$ cat config.mk
export PLATFORM = sky130hd
export DESIGN_NAME = hamming_secded_codec_top
export DESIGN_NICKNAME = d
export VERILOG_FILES = /design/src/hsc_pkg.sv /design/src/hamming_secded_codec_top.sv /design/src/hsc_codec.sv
export VERILOG_INCLUDE_DIRS = /design/src /design/src/src
export SDC_FILE = /design/constraint.sdc
export NUM_CORES = 1
export LEC_CHECK = 0
export CORE_ASPECT_RATIO = 0.7
export CORE_MARGIN = 10
export CORE_UTILIZATION = 39
export CTS_CLUSTER_SIZE = 40
export DETAILED_ROUTE_END_ITERATION = 16
export DONT_BUFFER_PORTS = 1
export PLACE_DENSITY = 0.53
export SKIP_CTS_REPAIR_TIMING = 1
export SLEW_MARGIN = 20
export SYNTH_ARGS = -nofsm -noshare
export SYNTH_HDL_FRONTEND = slang
export SYNTH_SLANG_ARGS = --single-unit
$ cat constraint.sdc
create_clock -name clk -period 8.31 [get_ports clk]
set_input_delay 0.831 -clock clk [delete_from_list [all_inputs] [get_ports clk]]
set_output_delay 0.831 -clock clk [all_outputs]
set_load 0.01 [all_outputs]
$ cat src/hamming_secded_codec_top_assert.svh
// Assertion macros used by the codec top level
`ifndef HAMMING_SECDED_CODEC_TOP_ASSERT_SVH
`define HAMMING_SECDED_CODEC_TOP_ASSERT_SVH

// same-cycle implication, sampled on clk, off during reset
`define HSC_ASSERT_IMP(lbl, ante, cons, msg) \
	lbl: assert property (@(posedge clk) disable iff (!arst_n) (ante) |-> (cons)) \
		else $error(msg);

// next-cycle implication, sampled on clk, off during reset
`define HSC_ASSERT_NXT(lbl, ante, cons, msg) \
	lbl: assert property (@(posedge clk) disable iff (!arst_n) (ante) |=> (cons)) \
		else $error(msg);

`endif

$ cat src/hsc_pkg.sv
// Package: word types, codes and position helpers for the SECDED codec
`default_nettype none

package hsc_pkg;

	localparam int DATA_W   = 32;
	localparam int CHECK_W  = 7;
	localparam int POS_W    = 6;
	localparam int STATUS_W = 2;

	localparam logic OP_ENCODE = 1'b0;
	localparam logic OP_CHECK  = 1'b1;

	localparam logic [STATUS_W-1:0] STATUS_OK        = 2'd0;
	localparam logic [STATUS_W-1:0] STATUS_CORRECTED = 2'd1;
	localparam logic [STATUS_W-1:0] STATUS_DOUBLE    = 2'd2;

	typedef struct packed {
		logic               operation;
		logic [DATA_W-1:0]  data_in;
		logic [CHECK_W-1:0] check_in;
	} hsc_req_t;

	typedef struct packed {
		logic [DATA_W-1:0]   data_out;
		logic [CHECK_W-1:0]  check_out;
		logic [STATUS_W-1:0] status;
		logic [POS_W-1:0]    error_position;
	} hsc_rsp_t;

	// codeword position of data bit k: the (k+1)-th non power of two above 2
	function automatic logic [POS_W-1:0] data_pos(input int k);
		int pos;
		pos = 2;
		for (int i = 0; i <= k; i++) begin
			pos = pos + 1;
			if ((pos & (pos - 1)) == 0) begin
				pos = pos + 1;
			end
		end
		return POS_W'(pos);
	endfunction

	function automatic logic [DATA_W-1:0] data_mask(input int n);
		logic [DATA_W-1:0] m;
		for (int i = 0; i < DATA_W; i++) begin
			m[i] = (i < n);
		end
		return m;
	endfunction

	function automatic logic [CHECK_W-1:0] check_mask(input int n);
		logic [CHECK_W-1:0] m;
		for (int i = 0; i < CHECK_W; i++) begin
			m[i] = (i < n);
		end
		return m;
	endfunction

endpackage

`default_nettype wire

$ cat src/hamming_secded_codec_top.sv
// Top level: input register, SECDED codec, result register
//
//   channel | valid     | ready     | word
//   --------+-----------+-----------+-------------------
//   request | req_valid | req_ready | req (hsc_req_t)
//   result  | rsp_valid | rsp_ready | rsp (hsc_rsp_t)
//
// One word per cycle while rsp_ready is high; the result register drives rsp.
// The codec sits between the input register and the result register.
// Reset clears both stage valids; payload registers are not reset.
// A stalled result holds in its register while the input stage still fills,
// so two words are held before req_ready drops.
`default_nettype none

module hamming_secded_codec_top
	import hsc_pkg::*;
#(
	parameter int DATA_BITS  = 32,
	parameter int CHECK_BITS = 7
) (
	input  wire logic     clk,
	input  wire logic     arst_n,
	input  wire logic     req_valid,
	output logic          req_ready,
	input  wire hsc_req_t req,
	output logic          rsp_valid,
	input  wire logic     rsp_ready,
	output hsc_rsp_t      rsp
);

	localparam logic [DATA_W-1:0]  DMASK = data_mask(DATA_BITS);
	localparam logic [CHECK_W-1:0] CMASK = check_mask(CHECK_BITS);

	hsc_req_t req_s1;
	logic     valid_s1;
	hsc_rsp_t rsp_s2;
	logic     valid_s2;
	hsc_rsp_t res;
	logic     ready_s1;
	logic     ready_s2;

	assign ready_s2  = !valid_s2 || rsp_ready;
	assign ready_s1  = !valid_s1 || ready_s2;
	assign req_ready = ready_s1;
	assign rsp_valid = valid_s2;
	assign rsp       = rsp_s2;

	hsc_codec #(
		.DATA_BITS  (DATA_BITS),
		.CHECK_BITS (CHECK_BITS)
	) u_codec (
		.req (req_s1),
		.rsp (res)
	);

	always_ff @(posedge clk or negedge arst_n) begin
		if (!arst_n) begin
			valid_s1 <= 1'b0;
			valid_s2 <= 1'b0;
		end else begin
			if (ready_s1) begin
				valid_s1 <= req_valid;
			end
			if (ready_s2) begin
				valid_s2 <= valid_s1;
			end
		end
	end

	always_ff @(posedge clk) begin
		if (req_valid && ready_s1) begin
			req_s1 <= req;
		end
		if (valid_s1 && ready_s2) begin
			rsp_s2 <= res;
		end
	end

`include "hamming_secded_codec_top_assert.svh"

	`HSC_ASSERT_NXT(a_s1_hold,
		valid_s1 && !ready_s2,
		valid_s1 && $stable(req_s1),
		"input stage lost a word while stalled")
	`HSC_ASSERT_IMP(a_enc_clean,
		valid_s1 && req_s1.operation == OP_ENCODE,
		res.status == STATUS_OK && res.error_position == '0
			&& res.data_out == (req_s1.data_in & DMASK),
		"encode altered data or flagged an error")
	`HSC_ASSERT_IMP(a_fix_one_bit,
		valid_s1 && req_s1.operation == OP_CHECK && res.status == STATUS_CORRECTED,
		$onehot({res.data_out ^ (req_s1.data_in & DMASK),
			res.check_out ^ (req_s1.check_in & CMASK)}),
		"correction did not flip exactly one bit")
	`HSC_ASSERT_IMP(a_no_fix_else,
		valid_s1 && req_s1.operation == OP_CHECK && res.status != STATUS_CORRECTED,
		res.data_out == (req_s1.data_in & DMASK)
			&& res.check_out == (req_s1.check_in & CMASK),
		"word changed without a correction")

endmodule

`default_nettype wire

$ cat src/hsc_codec.sv
// Combinational SECDED encode and check/correct of one word
`default_nettype none

module hsc_codec
	import hsc_pkg::*;
#(
	parameter int DATA_BITS  = 32,
	parameter int CHECK_BITS = 7
) (
	input  wire hsc_req_t req,
	output hsc_rsp_t      rsp
);

	localparam int HAM_BITS = CHECK_BITS - 1;
	localparam logic [DATA_W-1:0]  DMASK = data_mask(DATA_BITS);
	localparam logic [CHECK_W-1:0] CMASK = check_mask(CHECK_BITS);
	localparam logic [CHECK_W-1:0] HMASK = check_mask(HAM_BITS);

	logic [DATA_W-1:0]  data_m;
	logic [CHECK_W-1:0] chk_m;
	logic [POS_W-1:0]   dsyn;
	logic [POS_W-1:0]   syn;
	logic [DATA_W-1:0]  hit;
	logic               par;
	logic               all_par;
	logic               syn_pow2;
	logic [CHECK_W-1:0] top_bit;

	assign data_m  = req.data_in & DMASK;
	assign chk_m   = req.check_in & CMASK;
	assign top_bit = CHECK_W'(1) << HAM_BITS;

	always_comb begin
		dsyn = '0;
		for (int k = 0; k < DATA_W; k++) begin
			if (data_m[k]) begin
				dsyn = dsyn ^ data_pos(k);
			end
		end
		dsyn = dsyn & HMASK[POS_W-1:0];
	end

	assign syn      = (chk_m[POS_W-1:0] & HMASK[POS_W-1:0]) ^ dsyn;
	assign par      = (^data_m) ^ (^chk_m);
	assign all_par  = (^data_m) ^ (^dsyn);
	assign syn_pow2 = (syn != '0) && ((syn & (syn - 1'b1)) == '0);

	always_comb begin
		for (int k = 0; k < DATA_W; k++) begin
			hit[k] = DMASK[k] && (data_pos(k) == syn);
		end
	end

	always_comb begin
		rsp.data_out       = data_m;
		rsp.check_out      = chk_m;
		rsp.status         = STATUS_OK;
		rsp.error_position = '0;
		if (req.operation == OP_ENCODE) begin
			rsp.check_out = (({1'b0, dsyn}) | (all_par ? top_bit : '0)) & CMASK;
		end else begin
			rsp.error_position = syn;
			priority if (syn == '0) begin
				if (par) begin
					rsp.check_out = chk_m ^ top_bit;
					rsp.status    = STATUS_CORRECTED;
				end
			end else if (!par) begin
				rsp.status = STATUS_DOUBLE;
			end else if (syn_pow2) begin
				rsp.check_out = chk_m ^ {1'b0, syn};
				rsp.status    = STATUS_CORRECTED;
			end else if (hit != '0) begin
				rsp.data_out = data_m ^ hit;
				rsp.status   = STATUS_CORRECTED;
			end else begin
				rsp.status = STATUS_DOUBLE;
			end
		end
	end

endmodule

`default_nettype wire
# ---- Yosys cells after proc, flatten, opt, wreduce, memory -nomap -nowiden
# Cells that the tools add are included.
dict set report totals {
  ff_bits 89
  inputBits 44
  out_inout_bits 49
  word_cells 3426
}
dict set report op_classes {
  add_sub_neg 1396
  n_eq_ne 32
  n_mux 1006
  bitwise 504
  n_reduce_logical 479
}
# cell count
set op_table {}
lappend op_table {{32-bit 2-to-1 mux} 904}
lappend op_table {{32-bit by 2-bit adder with 32-bit output, second input constant} 900}
lappend op_table {{32-bit AND} 465}
lappend op_table {{32-bit logical NOT} 465}
lappend op_table {{32-bit by 2-bit subtractor with 32-bit output, second input constant} 465}
lappend op_table {{6-bit 2-to-1 mux} 92}
lappend op_table {{6-bit XOR} 32}
lappend op_table {{6-bit by 2-bit adder with 6-bit output, second input constant} 30}
lappend op_table {{5-bit by 6-bit equality test with 1-bit output, first input constant} 15}
lappend op_table {{4-bit by 6-bit equality test with 1-bit output, first input constant} 7}
lappend op_table {{39-bit 2-to-1 mux} 1}
lappend op_table {{6-bit equality test, first input constant} 6}
lappend op_table {{32-bit nonzero test} 1}
lappend op_table {{32-bit parity} 1}
lappend op_table {{32-bit XOR} 1}
lappend op_table {{7-bit 2-to-1 mux} 3}
lappend op_table {{3-bit by 6-bit equality test with 1-bit output, first input constant} 3}
lappend op_table {{9-bit 2-to-1 mux} 2}
lappend op_table {{6-bit logical NOT} 2}
lappend op_table {{2-bit 2-to-1 mux} 4}
lappend op_table {{6-bit by 7-bit OR with 7-bit output} 1}
lappend op_table {{7-bit parity} 1}
lappend op_table {{7-bit by 6-bit XOR with 7-bit output} 1}
lappend op_table {{6-bit AND} 1}
lappend op_table {{other kinds (9)} 14}

# ---- Longest topological paths before layout
# Gate-level depths: netlist of run 1.
dict set report logic_depth {
  ltp_word 192
  depth_mapped 9
  depth_no_buf 8
}

# ---- Hierarchy
# A second synthesis of run 1 with hierarchy kept.
dict set report unflattened {
  cells_unflattened 291
  hier_area_um2 4425.5
}
# module instances cells_per_inst area_each_um2
set by_module_without_submodules {}
lappend by_module_without_submodules {hamming_secded_codec_top 1 95 2716.4}
lappend by_module_without_submodules {hsc_codec 1 196 1709.1}

# ---- Worst setup path after synthesis of run 1
# Ideal clock, no wire load.
dict set report synth_timing {
  path_kind {register to register}
  start {reg req_s1[26] in the netlist's numbering}
  end {reg rsp_s2, in the netlist rsp[10] (data pin)}
  setup_ps 260
  arrival_ps 2870
  required_time_ps 8050
  slack_ps 5180
  stages_incl_launch_ff 9
  n_path_buf 0
  period_less_slack_ps 3130
  cell_sequence {edfxtp_1 > xnor3_1 > xor2_1 > xor3_1 > xnor2_1 > xnor2_1 > o211a_1 > o221ai_2 > mux2_2}
}
# element line
set synth_lines {}
lappend synth_lines {{from (decl)} hamming_secded_codec_top.sv:34} ;# hsc_req_t req_s1;
lappend synth_lines {{from (signal assigned)} hamming_secded_codec_top.sv:72} ;# req_s1 <= req;
lappend synth_lines {{to (signal assigned)} hamming_secded_codec_top.sv:75} ;# rsp_s2 <= res;
lappend synth_lines {{to (decl)} hamming_secded_codec_top.sv:36} ;# hsc_rsp_t rsp_s2;

==> impl_metrics.ini, run 1 <==
[detailed_routing]
first_pass_iters = 4
vias = 2321
dr.first_iter.drc_count = 131
via_per_inst = 5.08
wl_per_cell_um = 22.1
drc = 0
detail_route.wirelength_um = 10100
ant_nets = 0

[timing]
fmax_ghz = 0.256
tightest_slew_ns = 1.00
finalHoldViolations = 0
holdWs_ns = 0.186
rsz0062_at_grt = no
tns_ns = 0
fin_skew_ns = 0.00791
drv_slew = 0
fin_crit_sh_pct = 47.1
maxSlewHeadroom_pct = 33.3
min_period_ns = 3.91
finalSetupViolCount = 0

[synth]
avgSynthCellArea_um2 = 15.2
synth_edf_count = 87
synth-main-ff-cell = edfxtp_1
synth-seq-cells = 89
syn_area_um2 = 4460
yosys_warnings = 0
synth_nets = 337
async_flop_share_pct = 2.25
synth.distinct_cells = 33
seq_area_frac_synth_pct = 59.8
netlist_instances = 293

[clock_network]
root_buffer = clkbuf_16
numClockSinks = 89
htreeDepth = 3
cts_tree = done
clkSlewWorstSetupHoldPaths_ns = 0.06
clk_latency_ns = 0.34
cts_buffers = 9
cts.path.max_buffers = 2

[finish]
drive_above_1_share_pct = 10.5
diodes = 0
stdcell_count = 457
fillers = 1020
final_area_um2 = 4920
synthToLayoutAreaGrowth_pct = 10.4
seq_area_um2 = 2660
nets = 344
multi_input_area_um2 = 1770

[power_and_ir_drop]
max-vdd-ir-drop_mv = 0.139
p_per_area_nw_per_um2 = 346
p_leak_uw = 0.00179

[worst_setup_path]
r2r_setup_slack_ns = 4.40
cp.required_ns = 8.38
rr_endpoint = rsp[15]$_DFFE_PP_
reg2reg_depth = 8
r2r_start = req_s1[30]$_DFFE_PP_
crit_type = flip-flop to flip-flop
start_kind = flip-flop
cp_data_arrival_time_ns = 3.98
cp-end-kind = flip-flop
cp_max_fo = 11

[floorplan]
start_util_pct = 40.2
die-area_um2 = 16200
coreArea_um2 = 11100
core.rowCount = 32
ioPinCount = 93
dieWidth_um = 148
die_h_um = 109

[worst_hold_path]
hold_path_class = input port to async pin

[place]
portBuffers = 0
gp_congestion = 0.828
placed_cell_area_um2 = 4630
place_inst = 442
dp_hpwl_um = 7570

[grt]
antenna_found_initial = 0
grt_pass1_wl_um = 15000
grt_pass1_vias = 2439
grt_max_degree = 48
grtUsageTotal_pct = 12.6
gr-total-overflow = 0

[job]
cap_violations = 0

[outcome]
status = complete, no violations
[metal layers]
metal / track usage (%) / routed length, um
met1: 17.3 / 4840
met4: 3.81 / 106
met5: 0 / 0
met2: 17.6 / 4220
met3: 5.34 / 938
[critical path, stage by stage, from the launching register on]
cell and delay (ns):
edfxtp_1 0.44, xnor2_1 0.38, xor2_1 0.27, xnor3_1 0.56, xor2_1 0.45, nand2_1 0.31
o2111ai_1 0.87, nor2_1 0.16, xor2_1 0.20
[stage by stage]
stage	power (uW)	util, %	setup slack, ns
final	1700	44.3	4.40
after global routing	1800	44.3	4.16
after CTS	1720	44.3	4.38
after detailed placement	1320	41.8	4.39
after global placement	1310	41.8	4.49
after floorplan	1160	-	5.18
[state kept, by name, summed over array words and instances (netlist names)]
signal,count
valid_s1,1
rsp,47
req_s1,40
rsp_valid,1
[report_power, final]
group / switching (uW) / internal (uW) / leakage [uW]
combinational: 423 / 262 / 0.000791
clock: 164 / 229 / 0.000137
sequential: 52.7 / 571 / 0.000859
[cell usage after synthesis (2+ instances only)]
| master | instances | area, um2 |
|---|---|---|
| dfrtp_1 | 2 | 50.1 |
| nor2_1 | 14 | 52.6 |
| a21oi_1 | 2 | 10.0 |
| mux2i_1 | 3 | 30.0 |
| edfxtp_1 | 87 | 2610 |
| xor2_2 | 2 | 32.5 |
| xor2_1 | 43 | 377 |
| nand2b_1 | 8 | 50.1 |
| xor3_1 | 3 | 71.3 |
| nand2_1 | 12 | 45.0 |
| xnor3_1 | 14 | 315 |
| clkbuf_1 | 2 | 7.51 |
| inv_1 | 2 | 7.51 |
| nand3_1 | 3 | 15.0 |
| nor3_1 | 29 | 145 |
| nand4_1 | 3 | 18.8 |
| nand3b_1 | 2 | 15.0 |
| xnor2_1 | 35 | 307 |
| buf_2 | 2 | 10.0 |
| and2_1 | 4 | 25.0 |
| mux2_2 | 6 | 67.6 |
| xnor2_2 | 4 | 65.1 |
[worst max-delay path by stage]
stage	from	endpoint	slack (ns)	depth (start not counted)
2_1_floorplan	req_s1[26]$_DFFE_PP_	rsp[10]$_DFFE_PP_	5.18	8
3_3_place_gp	req_s1[30]$_DFFE_PP_	rsp[24]$_DFFE_PP_	4.49	8
3_5_place_dp	req_s1[8]$_DFFE_PP_	rsp[25]$_DFFE_PP_	4.39	8
4_1_cts	req_s1[8]$_DFFE_PP_	rsp[25]$_DFFE_PP_	4.38	8
5_1_grt	req_s1[30]$_DFFE_PP_	rsp[25]$_DFFE_PP_	4.16	8
6_report	req_s1[30]$_DFFE_PP_	rsp[15]$_DFFE_PP_	4.40	8
[cell families after synthesis]
group | after synthesis | synth area share [%]
buffers and inverters | 6 | 0.562
AOI/OAI and AO/OA | 9 | 1.57
and+or+nand+nor | 77 | 8.56
DFF | 89 | 59.8
muxes | 9 | 2.19
xor gates and xnor gates | 103 | 27.4
[placed cells by master, fill, tap and decap left out, types with 3 or more instances in the layout]
cell type,count
xnor2_1,35
mux2_2,6
edfxtp_1,87
xor3_1,3
mux2i_1,3
nand2_1,12
clkinv_2,3
nand4_1,3
xnor3_1,14
clkbuf_16,9
nand2b_1,8
nor2_1,14
nor3_1,29
nand3_1,3
xor2_1,43
xnor2_2,4
[layout make-up]
cell class                      instances  share of cell area (%)
Clock buffer                            9                    4.58
Clock inverter                          6                    1.22
Inverter                                2                   0.153
Multi-Input combinational cell        198                    36.0
Sequential cell                        89                    54.1
Tap cell                              153                    3.89
Power figures use the tool's default switching activity.
==> inputs of run 2 (changes only) <==
clock period = 3.75 ns   (was 8.31 ns; I/O delays follow)
==> run 2 against run 1 <==
Net effect: sequential power is 120% higher; critical path depth stayed put; sequential cell count stayed put; final area is 2.1% higher; clock-buffer cell count stayed put; final cell count is 2.2% higher; clock skew is 0.0018 ns lower; setup slack worse by 4.2 ns; power is 130% higher; sequential share of layout area is 1.1 points lower; clock power is 140% higher; critical endpoint is now rsp[11]$_DFFE_PP_; largest power group unchanged.
==> impl_metrics.ini, run 2 (synthesized netlist as in run 1, its figures left out) <==
[worst_setup_path]
start_kind = flip-flop
cp-end-kind = flip-flop
crit_type = flip-flop to flip-flop
cp_data_arrival_time_ns = 3.62
cp.required_ns = 3.84
cp_max_fo = 6

[timing]
rsz0062_at_grt = no
fin_skew_ns = 0.00615
drv_slew = 0
tightest_slew_ns = 0.954
finalHoldViolations = 0
maxSlewHeadroom_pct = 36.4
fin_crit_sh_pct = 94.2
fmax_ghz = 0.283
fin_ws_ns = 0.216
min_period_ns = 3.53
tns_ns = 0
finalSetupViolCount = 0

[place]
dp_slack_ns = 0.221
place_inst = 450
portBuffers = 0
dp_hpwl_um = 7890
gp_congestion = 0.882

[floorplan]
start_util_pct = 40.2
ioPinCount = 93
dieWidth_um = 148
core.rowCount = 32
die_h_um = 109
die-area_um2 = 16200
coreArea_um2 = 11100

[grt]
grt_pass1_wl_um = 15500
grt.met3_usage_pct = 5.46
use_met1_pct = 18.3
grtUsageTotal_pct = 13.1
grt_pass1_vias = 2430
grt_max_degree = 48
use_met2_pct = 18.0
antenna_found_initial = 0
gr-total-overflow = 0
busiest_layer = met1

[detailed_routing]
ant_nets = 0
detail_route.wirelength_um = 10500
first_pass_iters = 5
vias = 2328
wl_per_cell_um = 22.4
via_per_inst = 4.99
drc = 0
dr.first_iter.drc_count = 139

[finish]
diodes = 0
fillers = 1005
synthToLayoutAreaGrowth_pct = 12.7
stdcell_count = 467
nets = 353
drive_above_1_share_pct = 12.7
multi_input_area_um2 = 1780
seq_area_um2 = 2660
largest_reg_flops = 47
final_common_cell = edfxtp_1
final_cell_mix = 87 x edfxtp_1, 42 x xor2_1, 35 x xnor2_1, 29 x nor3_1

[clock_network]
cts.path.max_buffers = 2
clk_latency_ns = 0.34
clkSlewWorstSetupHoldPaths_ns = 0.06
cts_tree = done
numClockSinks = 89
htreeDepth = 3
root_buffer = clkbuf_16
cts_buffers = 9

[power_and_ir_drop]
p_per_area_nw_per_um2 = 787
max-vdd-ir-drop_mv = 0.331
p_leak_uw = 0.00184
p_total_uw = 3950

[job]
cap_violations = 0

[outcome]
status = complete, no violations

[worst_hold_path]
hold_path_class = input port to flip-flop
-- run 2: changes by cell type in the layout (fill, tap and decap cells not counted) --
cell	before	now
clkinv_1	0	2
dlygate4sd3_1	0	1
clkinv_2	3	2
bufinv_16	1	2
xor2_2	2	3
clkinvlp_4	2	1
buf_4	0	8
xor2_1	43	42
-- run 2: worst paths after layout --
kind,start,end,slack [ns],cells after the start
worst max-delay path,req_s1[25]$_DFFE_PP_,rsp[11]$_DFFE_PP_,0.22,8
worst min-delay path,req[22],req_s1[22]$_DFFE_PP_,0.12,0
worst max register to register,req_s1[25]$_DFFE_PP_,rsp[11]$_DFFE_PP_,0.22,8
worst min register to register,valid_s1$_DFFE_PN0N_,rsp_valid$_DFFE_PN0P_,0.50,1
max in group asynchronous,arst_n,valid_s1$_DFFE_PN0N_,3.36,1
min in group asynchronous,arst_n,rsp_valid$_DFFE_PN0P_,0.26,1
-- run 2: metal layers --
layer	vias to the layer above	share of wire [%]
li1	1089	-
met1	1146	49
met2	84	42
met3	9	8.0
met4	0	1.2
met5	-	0
-- run 2: worst max-delay path: stages, from the launching register on --
cell      delay, ns
edfxtp_1       0.41
xnor3_1        0.44
xor2_1         0.52
xor3_1         0.46
xnor2_1        0.42
xnor2_1        0.12
o211a_1        0.24
o221ai_2       0.28
mux2_2         0.38
-- run 2: area by class of cell --
type                    count  area share, %
flip-flops and latches     89           53.0
clock buffers               9           4.49
well taps                 153           3.81
inverters                   2          0.150
clock inverters             7           1.69
repair buffers              9           1.40
multi-input cells         198           35.4
-- run 2: through the flow --
step	hold slack (ns)	cell area, um2	util [%]
final	0.121	5020	45.3
after global routing	0.107	5020	45.3
after CTS	-0.288	5000	45.1
after detailed placement	0.0795	4690	42.3
after global placement	0.0795	4690	42.3
after floorplan	0.0794	4460	-
-- run 2: power breakdown --
group	leakage, uW	switching, uW	total, uW	internal (uW)
Clock	0.000150	366	942	576
Combinational	0.000833	998	1630	629
Sequential	0.000859	117	1380	1270
